--- src/rtl/sparse_rating_matrix_builder_core_assert.svh ---
// ----------------------------------------------------------------------------
// Assertion macros for the sparse rating matrix builder
// Implication checks, same-cycle and next-cycle, gated by reset.
// ----------------------------------------------------------------------------
`ifndef SPARSE_RATING_MATRIX_BUILDER_CORE_ASSERT_SVH
`define SPARSE_RATING_MATRIX_BUILDER_CORE_ASSERT_SVH

// same-cycle implication
`define SRMB_ASSERT_NOW(lbl, ante, cons) \
    lbl: assert property (@(posedge i_clk) disable iff (!i_rst_n) (ante) |-> (cons)) \
        else $error("srmb check failed");

// next-cycle implication
`define SRMB_ASSERT_NEXT(lbl, ante, cons) \
    lbl: assert property (@(posedge i_clk) disable iff (!i_rst_n) (ante) |=> (cons)) \
        else $error("srmb check failed");

`endif

--- src/rtl/srmb_ram.sv ---
`timescale 1ns / 1ps
// ----------------------------------------------------------------------------
// srmb_ram
// Single-port synchronous RAM with registered read.
// ----------------------------------------------------------------------------
module srmb_ram #(
    parameter int WIDTH = 8,
    parameter int DEPTH = 16
) (
    input  logic                     i_clk,
    input  logic [$clog2(DEPTH)-1:0] i_addr,
    input  logic                     i_we,
    input  logic [WIDTH-1:0]         i_wdata,
    output logic [WIDTH-1:0]         o_rdata
);
    logic [WIDTH-1:0] r_mem [DEPTH];
    logic [WIDTH-1:0] r_rdata;

    always_ff @(posedge i_clk) begin
        if (i_we) begin
            r_mem[i_addr] <= i_wdata;
        end
        r_rdata <= r_mem[i_addr];
    end

    assign o_rdata = r_rdata;
endmodule

--- config.mk ---
export PLATFORM = sky130hd
export DESIGN_NAME = srmb_ram
export DESIGN_NICKNAME = d
export VERILOG_FILES = /design/src/rtl/sparse_rating_matrix_builder_core_assert.svh /design/src/rtl/srmb_ram.sv
export SDC_FILE = /design/constraint.sdc
export NUM_CORES = 1
export LEC_CHECK = 0
export ABC_CLOCK_PERIOD_IN_PS = 2400
export BUFFER_PORTS_ARGS = -buffer_cell sky130_fd_sc_hd__buf_2
export CORE_ASPECT_RATIO = 1.75
export CORE_MARGIN = 10
export CORE_UTILIZATION = 60
export CTS_CLUSTER_DIAMETER = 60
export DETAILED_ROUTE_END_ITERATION = 10
export GPL_TIMING_DRIVEN = 0
export PLACE_DENSITY_LB_ADDON = 0.08
export SLEW_MARGIN = 20
export SYNTH_ARGS = -nofsm -noshare
export SYNTH_HDL_FRONTEND = slang
export SYNTH_SLANG_ARGS = --single-unit
--- constraint.sdc ---
create_clock -name i_clk -period 2.4 [get_ports i_clk]
set_input_delay 0.6 -clock i_clk [delete_from_list [all_inputs] [get_ports i_clk]]
set_output_delay 0.6 -clock i_clk [all_outputs]
set_load 0.02 [all_outputs]
# After elaboration in Yosys (flattened, before gate mapping)
# Memory sizes are Yosys's and may differ from the RTL's. A register that Yosys moved wholly into a read port is not among the register bits.
# Cells that the tools add are included.
[word_totals]
out_inout_bits = 8
reg_bits = 0
memories = 1
mem_bits_rw = 128
[classes]
n_mux = 2
[mem_list]
columns = ["name", "words", "width", "read_ports", "rd_clocked_by_memory_dff", "wr", "line_no", "source"]
rows = [
  ["r_mem", 16, 8, 1, 1, 1, "srmb_ram.sv:16", "logic [WIDTH-1:0] r_mem [DEPTH];"],
]
[ops]
columns = ["operator", "count"]
rows = [
  ["$mux W1", 2],
]

# Depth between registers and ports, before layout
# Gate-level depths: netlist (run 1).
[logic_depth]
word_depth = 2
depth_mapped = 5
ltp_nobuf = 3

# Least setup slack after synthesis (run 1)
# OpenSTA, ideal clock, no wires.
[synth_timing]
kind = "in2reg"
from = "in i_addr[2]"
to = "mem r_mem[0][0] (enable)"
t_arrival_ps = 1710
stages = 2
path_slack_ps = 307
required_time_ps = 2017
setup_time_ps = 383
cell_sequence = "or3b_2 nor3_1"
[synth_lines]
columns = ["element", "line_no", "source"]
rows = [
  ["start, declared", "srmb_ram.sv:11", "input logic [$clog2(DEPTH)-1:0] i_addr,"],
  ["end, declared", "srmb_ram.sv:16", ""],
]
# Straight into the memory's write port.

# Worst setup path after layout (run 1)
[layout_timing]
from = "in i_addr[1]"
to = "mem r_mem[7][7] (enable)"
# Straight into the memory's write port.

==> qor.txt, run 1 <==
CRITICAL PATH
------------------------------------------------------------------------------------------
Required time reported for the critical path endpoint .......................      2.43 ns
Critical path class ......................................................... primary input to register
Startpoint Class ............................................................ primary input
Arrival time at the worst endpoint ..........................................      2.33 ns
Setup crit end kind .........................................................     register
Peak fanout along the critical path .........................................           10

FLOORPLAN
------------------------------------------------------------------------------------------
Core area ................................................................... 0.00826 mm^2
Starting utilization of the core area .......................................        61.4%
Die footprint ...............................................................  0.0127 mm^2
Top-level port count ........................................................           22
Placement row count .........................................................           44
Die height ..................................................................       142 um
Horizontal extent of the die ................................................      89.5 um

LAYOUT
------------------------------------------------------------------------------------------
Post-layout instance area ................................................... 0.00585 mm^2
Ratio of cells with drive above 1 in the final layout .......................        32.0%
Antenna diode instance count ................................................            0
Area delta synth->final .....................................................        15.5%
Post-layout net count .......................................................          282

GRT
------------------------------------------------------------------------------------------
Number of antenna violations at the first check in global routing ...........            0
Global routing usage on met2 ................................................        27.1%
Largest net degree at the start of global routing ...........................           17
Met3 track demand over resource in global routing ...........................        5.85%
Gr ovfl total ...............................................................            0
GR Layer Usage met1 .........................................................        20.7%
Global-route wire length before repair ......................................     14700 um
Global-route total usage across every layer .................................        16.9%
Most congested layer reported by global routing .............................         met2
Vias in the first global route ..............................................         2463

DRT
------------------------------------------------------------------------------------------
DR DRC count ................................................................            0
Number of antenna-violating nets in the routed design .......................            0
Routed wire length per instance .............................................      25.8 um
Per-cell via count in the routed design .....................................         6.29
Detailed-router iteration count before antenna repair .......................            4
Total via count after detailed routing ......................................         2345
Violation count after the first detailed-route iteration ....................          179
Wire length reported by the detailed router .................................      9640 um

TIMING
------------------------------------------------------------------------------------------
Achievable Freq .............................................................    0.435 GHz
Tmin final ..................................................................      2.30 ns
Slew headroom ...............................................................        45.4%
Post-route setup TNS ........................................................         0 ns
Final clock skew ............................................................   0.00837 ns
Hold Vio Cnt, Final .........................................................            0
Final max-slew violation count ..............................................            0
Final cycle utilization of the critical path ................................        95.9%
Actual transition at the worst max-transition pin ...........................     0.816 ns
Final setup violation count .................................................            0
Unrepaired setup endpoints after global routing .............................          yes

SYNTHESIS
------------------------------------------------------------------------------------------
Post-synthesis async set-or-reset flop share ................................           0%
Mean instance size in the synthesized netlist ...............................    22.0 um^2
Sequential area share after synthesis .......................................        79.0%
Number of storage elements in the synthesis netlist .........................          136
Post-synth top area cell .................................................... sky130_fd_sc_hd__edfxtp_1
Leading post-synthesis cells by instance count .............................. 128 x sky130_fd_sc_hd__edfxtp_1, 32 x sky130_fd_sc_hd__mux4_2, 16 x sky130_fd_sc_hd__a22oi_1, 13 x sky130_fd_sc_hd__nor2_1, 9 x sky130_fd_sc_hd__nand2_1
Top-count cell post-synth ................................................... sky130_fd_sc_hd__edfxtp_1
Area of the mapped netlist .................................................. 0.00507 mm^2
Cell types with the largest area share after synthesis ...................... sky130_fd_sc_hd__edfxtp_1 76%, sky130_fd_sc_hd__mux4_2 14%, sky130_fd_sc_hd__dfxtp_1 3.2%
Yosys warning count .........................................................            0
Synthesized net count .......................................................          244
Area share of the largest cell type after synthesis .........................        75.9%
Number of flops mapped to enable cells by yosys .............................          128
Count of different cell masters after synthesis .............................           18
Synthesized netlist cell count ..............................................          230
Dominant register cell in the synthesized netlist ........................... sky130_fd_sc_hd__edfxtp_1

PLACE
------------------------------------------------------------------------------------------
Routability congestion estimate .............................................        0.868
Half-perimeter wire length of the detailed placement result .................      6230 um
Placed Instance Area ........................................................ 0.00530 mm^2
Count of port buffers added during placement ................................           19

PWR
------------------------------------------------------------------------------------------
Leakage power of the design .................................................      1.91 nW
Power density cells .........................................................  909 mW/mm^2
VDD IR-drop max .............................................................     0.663 mV

CLOCKING
------------------------------------------------------------------------------------------
Number of buffers inserted to repair setup after CTS ........................            0
Quantity of hold-fixing buffers added after cts .............................            0
Max Root-Sink Buffers .......................................................            2
CTS Buf Count ...............................................................           17
Clock Tree Root ............................................................. sky130_fd_sc_hd__clkbuf_16
Quantity of gates resized following cts .....................................            0
Worst-skew pair later-pin latency ...........................................      0.41 ns
Clock edge transition at the registers on the reported setup and hold paths .      0.05 ns
TritonCTS clock tree ........................................................         done
Clk sink count ..............................................................          136
Number of levels the H-tree was split into ..................................            4

WORST HOLD PATH
------------------------------------------------------------------------------------------
Min-Delay Path Class ........................................................ primary input to register

STATUS
------------------------------------------------------------------------------------------
Status ...................................................................... finished clean

RUN
------------------------------------------------------------------------------------------
Max Cap Violations ..........................................................            0

[cell type report]
cell class                      instances  area, um^2
Clock buffer                           20         437
Buffer                                 11        60.1
Fill cell                             486        2410
Sequential cell                       136        4000
Timing Repair Buffer                   19        95.1
Clock inverter                         12         109
Multi-Input combinational cell         83        1030
Tap cell                               92         115
[worst max-delay path: stages]
cell,delay [ns]
sky130_fd_sc_hd__buf_2,0.26
sky130_fd_sc_hd__buf_1,0.50
sky130_fd_sc_hd__nand2_1,0.27
sky130_fd_sc_hd__nor2_1,0.70
[layer usage]
metal  vias to the layer above  wire (um)
li1                       1043          -
met1                      1206       3730
met2                        86       5170
met4                         0        108
met5                         -          0
met3                        10        630
[flip-flops by register name (all words and copies together), names as in the netlist]
| signal | count |
|---|---|
| r_mem | 128 |
| o_rdata | 8 |
[placed cells by master, fill, tap and decap left out, types with 2 or more instances in the layout]
master / n
sky130_fd_sc_hd__edfxtp_1: 128
sky130_fd_sc_hd__mux4_2: 32
sky130_fd_sc_hd__clkinv_2: 6
sky130_fd_sc_hd__dfxtp_1: 8
sky130_fd_sc_hd__clkbuf_16: 17
sky130_fd_sc_hd__nor2_1: 10
sky130_fd_sc_hd__nor2_2: 3
sky130_fd_sc_hd__a22oi_1: 16
sky130_fd_sc_hd__bufinv_16: 2
sky130_fd_sc_hd__clkbuf_1: 5
sky130_fd_sc_hd__nand2_1: 9
sky130_fd_sc_hd__clkinv_1: 3
sky130_fd_sc_hd__buf_2: 21
sky130_fd_sc_hd__buf_6: 2
sky130_fd_sc_hd__nand2b_1: 2
sky130_fd_sc_hd__nor2b_1: 2
sky130_fd_sc_hd__nor3_2: 4
sky130_fd_sc_hd__buf_1: 4
sky130_fd_sc_hd__nand3b_1: 2
[path summary, 6_finish.rpt]
check	start	to	slack (ns)	depth (start not counted)
worst max-delay path	i_addr[1]	r_mem[7][7]$_DFFE_PP_	0.1	4
worst min-delay path	i_wdata[4]	r_mem[10][4]$_DFFE_PP_	0.60	1
worst max register to register	r_mem[11][0]$_DFFE_PP_	o_rdata[0]$_DFF_P_	1.02	3
worst min register to register	r_mem[5][4]$_DFFE_PP_	o_rdata[4]$_DFF_P_	0.70	3
[cells by family after synthesis]
kind of cell | synth area share, %
mux | 14.2
simple gates | 3.21
flops | 79.0
buf+inv | 1.19
compound gates | 2.37
[through the flow]
step           power [mW]  worst slack [ns]  std cells  hold WS [ns]  utilization, %
4_1_cts              5.35             0.114        373         0.583            70.8
3_3_place_gp         2.98            -0.253        341         0.673            63.9
5_1_grt              5.49           -0.0417        373         0.585            70.8
6_report             5.32            0.0988        373         0.598            70.8
2_1_floorplan        2.87             0.307        230         0.635               -
3_5_place_dp         2.99            -0.314        341         0.687            64.2
[report_power, final]
part | switching (mW) | internal [mW]
Sequential | 0.0130 | 2.66
Combinational | 0.166 | 0.101
Clock | 0.876 | 1.50
(Power assumes the default switching activity.)
==> run 2, diff against run 1 <==
--- a/config.mk
+++ b/config.mk
@@ -9,7 +9,7 @@
 export BUFFER_PORTS_ARGS = -buffer_cell sky130_fd_sc_hd__buf_2
 export CORE_ASPECT_RATIO = 1.75
 export CORE_MARGIN = 10
-export CORE_UTILIZATION = 60
+export CORE_UTILIZATION = 25
 export CTS_CLUSTER_DIAMETER = 60
 export DETAILED_ROUTE_END_ITERATION = 10
 export GPL_TIMING_DRIVEN = 0
==> qor.txt, run 2 (same netlist as run 1, synthesis figures left out) <==
STATUS
------------------------------------------------------------------------------------------
Status ...................................................................... finished clean

GRT
------------------------------------------------------------------------------------------
GR Layer Usage met1 .........................................................        10.3%
Most congested layer reported by global routing .............................         met2
Number of antenna violations at the first check in global routing ...........            0
Vias in the first global route ..............................................         2550
Global-route total usage across every layer .................................        9.54%
Largest net degree at the start of global routing ...........................           17
Global routing usage on met2 ................................................        16.5%
Gr ovfl total ...............................................................            0
Met3 track demand over resource in global routing ...........................        2.75%
Global-route wire length before repair ......................................     17400 um

PWR
------------------------------------------------------------------------------------------
Leakage power of the design .................................................      1.96 nW
Sequential cell fraction of total power .....................................        46.1%
Power density cells .........................................................  938 mW/mm^2
VDD IR-drop max .............................................................     0.422 mV
Sw Share ....................................................................        20.0%
Part of the power in the clock network ......................................        48.9%
Internal power ..............................................................      4.63 mW
Sw Pwr ......................................................................      1.16 mW
Power share of the combinational group ......................................         4.9%

DRT
------------------------------------------------------------------------------------------
Per-cell via count in the routed design .....................................         4.38
DR DRC count ................................................................            0
Routed wire length per instance .............................................      22.9 um
Wire length reported by the detailed router .................................     12100 um
Detailed-router iteration count before antenna repair .......................            4
Number of antenna-violating nets in the routed design .......................            0
Total via count after detailed routing ......................................         2312
Violation count after the first detailed-route iteration ....................          160

CLOCKING
------------------------------------------------------------------------------------------
TritonCTS clock tree ........................................................         done
Max Root-Sink Buffers .......................................................            2
Clk sink count ..............................................................          136
Worst-skew pair later-pin latency ...........................................      0.41 ns
Clock edge transition at the registers on the reported setup and hold paths .      0.06 ns
Clock Tree Root ............................................................. sky130_fd_sc_hd__clkbuf_16
Quantity of hold-fixing buffers added after cts .............................            0
Number of levels the H-tree was split into ..................................            4
CTS Buf Count ...............................................................           17

LAYOUT
------------------------------------------------------------------------------------------
Area delta synth->final .....................................................        21.8%
Antenna diode instance count ................................................            0
Highest-count cells in the layout ignoring fill and taps .................... 128 x sky130_fd_sc_hd__edfxtp_1, 32 x sky130_fd_sc_hd__mux4_2, 21 x sky130_fd_sc_hd__buf_2, 17 x sky130_fd_sc_hd__clkbuf_16, 16 x sky130_fd_sc_hd__a22oi_1
Biggest register ............................................................        r_mem
Number of flip-flops in the largest register ................................          128
Register Area ............................................................... 0.00400 mm^2
Area occupied by multi-input gates .......................................... 0.00104 mm^2
Share of the core filled with cells .........................................        31.1%
Leading cell type in the layout, fill and taps excluded ..................... sky130_fd_sc_hd__edfxtp_1
Post-layout net count .......................................................          284
Ratio of cells with drive above 1 in the final layout .......................        35.7%
Filler cell count in the final layout .......................................         1900

TIMING
------------------------------------------------------------------------------------------
Final cycle utilization of the critical path ................................        92.7%
Hold Vio Cnt, Final .........................................................            0
Actual transition at the worst max-transition pin ...........................     0.874 ns
Final setup violation count .................................................            0
Achievable Freq .............................................................    0.450 GHz
Slew headroom ...............................................................        41.5%
Final clock skew ............................................................   0.00578 ns
Fin worst setup slack .......................................................     0.176 ns
Unrepaired setup endpoints after global routing .............................           no
Tmin final ..................................................................      2.22 ns
Final max-slew violation count ..............................................            0

CRITICAL PATH
------------------------------------------------------------------------------------------
Peak fanout along the critical path .........................................           10
Setup crit end kind .........................................................     register
Startpoint Class ............................................................ primary input
Arrival time at the worst endpoint ..........................................      2.27 ns
Critical path class ......................................................... primary input to register
Required time reported for the critical path endpoint .......................      2.44 ns

FLOORPLAN
------------------------------------------------------------------------------------------
Die footprint ...............................................................  0.0266 mm^2
Core area ...................................................................  0.0198 mm^2
Die height ..................................................................       208 um
Starting utilization of the core area .......................................        25.6%
Top-level port count ........................................................           22
Placement row count .........................................................           68
Horizontal extent of the die ................................................       128 um

PLACE
------------------------------------------------------------------------------------------
Routability congestion estimate .............................................        0.752
Post-placement worst setup slack ............................................    -0.538 ns
Half-perimeter wire length of the detailed placement result .................      8140 um
Count of port buffers added during placement ................................           19

RUN
------------------------------------------------------------------------------------------
Max Cap Violations ..........................................................            0

WORST HOLD PATH
------------------------------------------------------------------------------------------
Min-Delay Path Class ........................................................ primary input to register

[run 2: cell count changes in the layout (fill, tap and decap cells not counted), sizes merged]
cell / delta
clkinvlp: +3
clkinv: -6
buf: +2
bufinv: +3
[run 2: worst paths after layout]
check	start	endpoint	slack (ns)	cells past startpoint
min reg2reg	r_mem[6][0]$_DFFE_PP_	o_rdata[0]$_DFF_P_	0.69	3
max	i_addr[1]	r_mem[3][4]$_DFFE_PP_	0.18	4
min	i_wdata[4]	r_mem[11][4]$_DFFE_PP_	0.60	1
max reg2reg	r_mem[15][2]$_DFFE_PP_	o_rdata[2]$_DFF_P_	0.99	3
[run 2: per-layer routing]
metal,up-vias,part of all wire [%]
li1,1041,-
met1,1218,39
met2,43,56
met3,10,3.5
met4,0,2.2
met5,-,0
[run 2: timing repair]
item,CTS,global route
gates cloned,0,0
endpoints found under the setup margin,56,24
setup buffers,0,0
gates resized for setup,5,3
[run 2: worst max-delay path, stage by stage]
cell                      delay [ns]
sky130_fd_sc_hd__buf_2          0.28
sky130_fd_sc_hd__buf_1          0.52
sky130_fd_sc_hd__nand2_1        0.33
sky130_fd_sc_hd__nor2_2         0.52
[run 2: area by class of cell]
cell class                      instances  area share, %
Timing Repair Buffer                   21           1.78
Clock buffer                           20           7.24
Clock inverter                         12           3.22
Tap cell                              245           4.97
Sequential cell                       136           64.9
Multi-Input combinational cell         83           16.9
Buffer                                 11          0.973
[run 2: stage by stage]
step	total power [mW]	instance area [um^2]	hold WS [ns]	instances	TNS (ns)
final	5.78	6170	0.605	528	0
after global placement	3.01	5470	0.675	494	-45.48
after detailed placement	3.01	5500	0.680	496	-38.96
after CTS	5.86	6160	0.599	528	-1.37
after global routing	5.97	6170	0.607	528	0
after floorplan	2.87	5070	0.635	230	0
[run 2: power groups by stage]
stage / Clock [mW] / Sequential, mW / Combinational, mW
floorplan: 0 / 2.74 / 0.137
global placement: 0 / 2.72 / 0.292
detailed placement: 0 / 2.72 / 0.296
CTS: 2.89 / 2.67 / 0.298
global route: 2.99 / 2.67 / 0.312
finish: 2.83 / 2.67 / 0.286
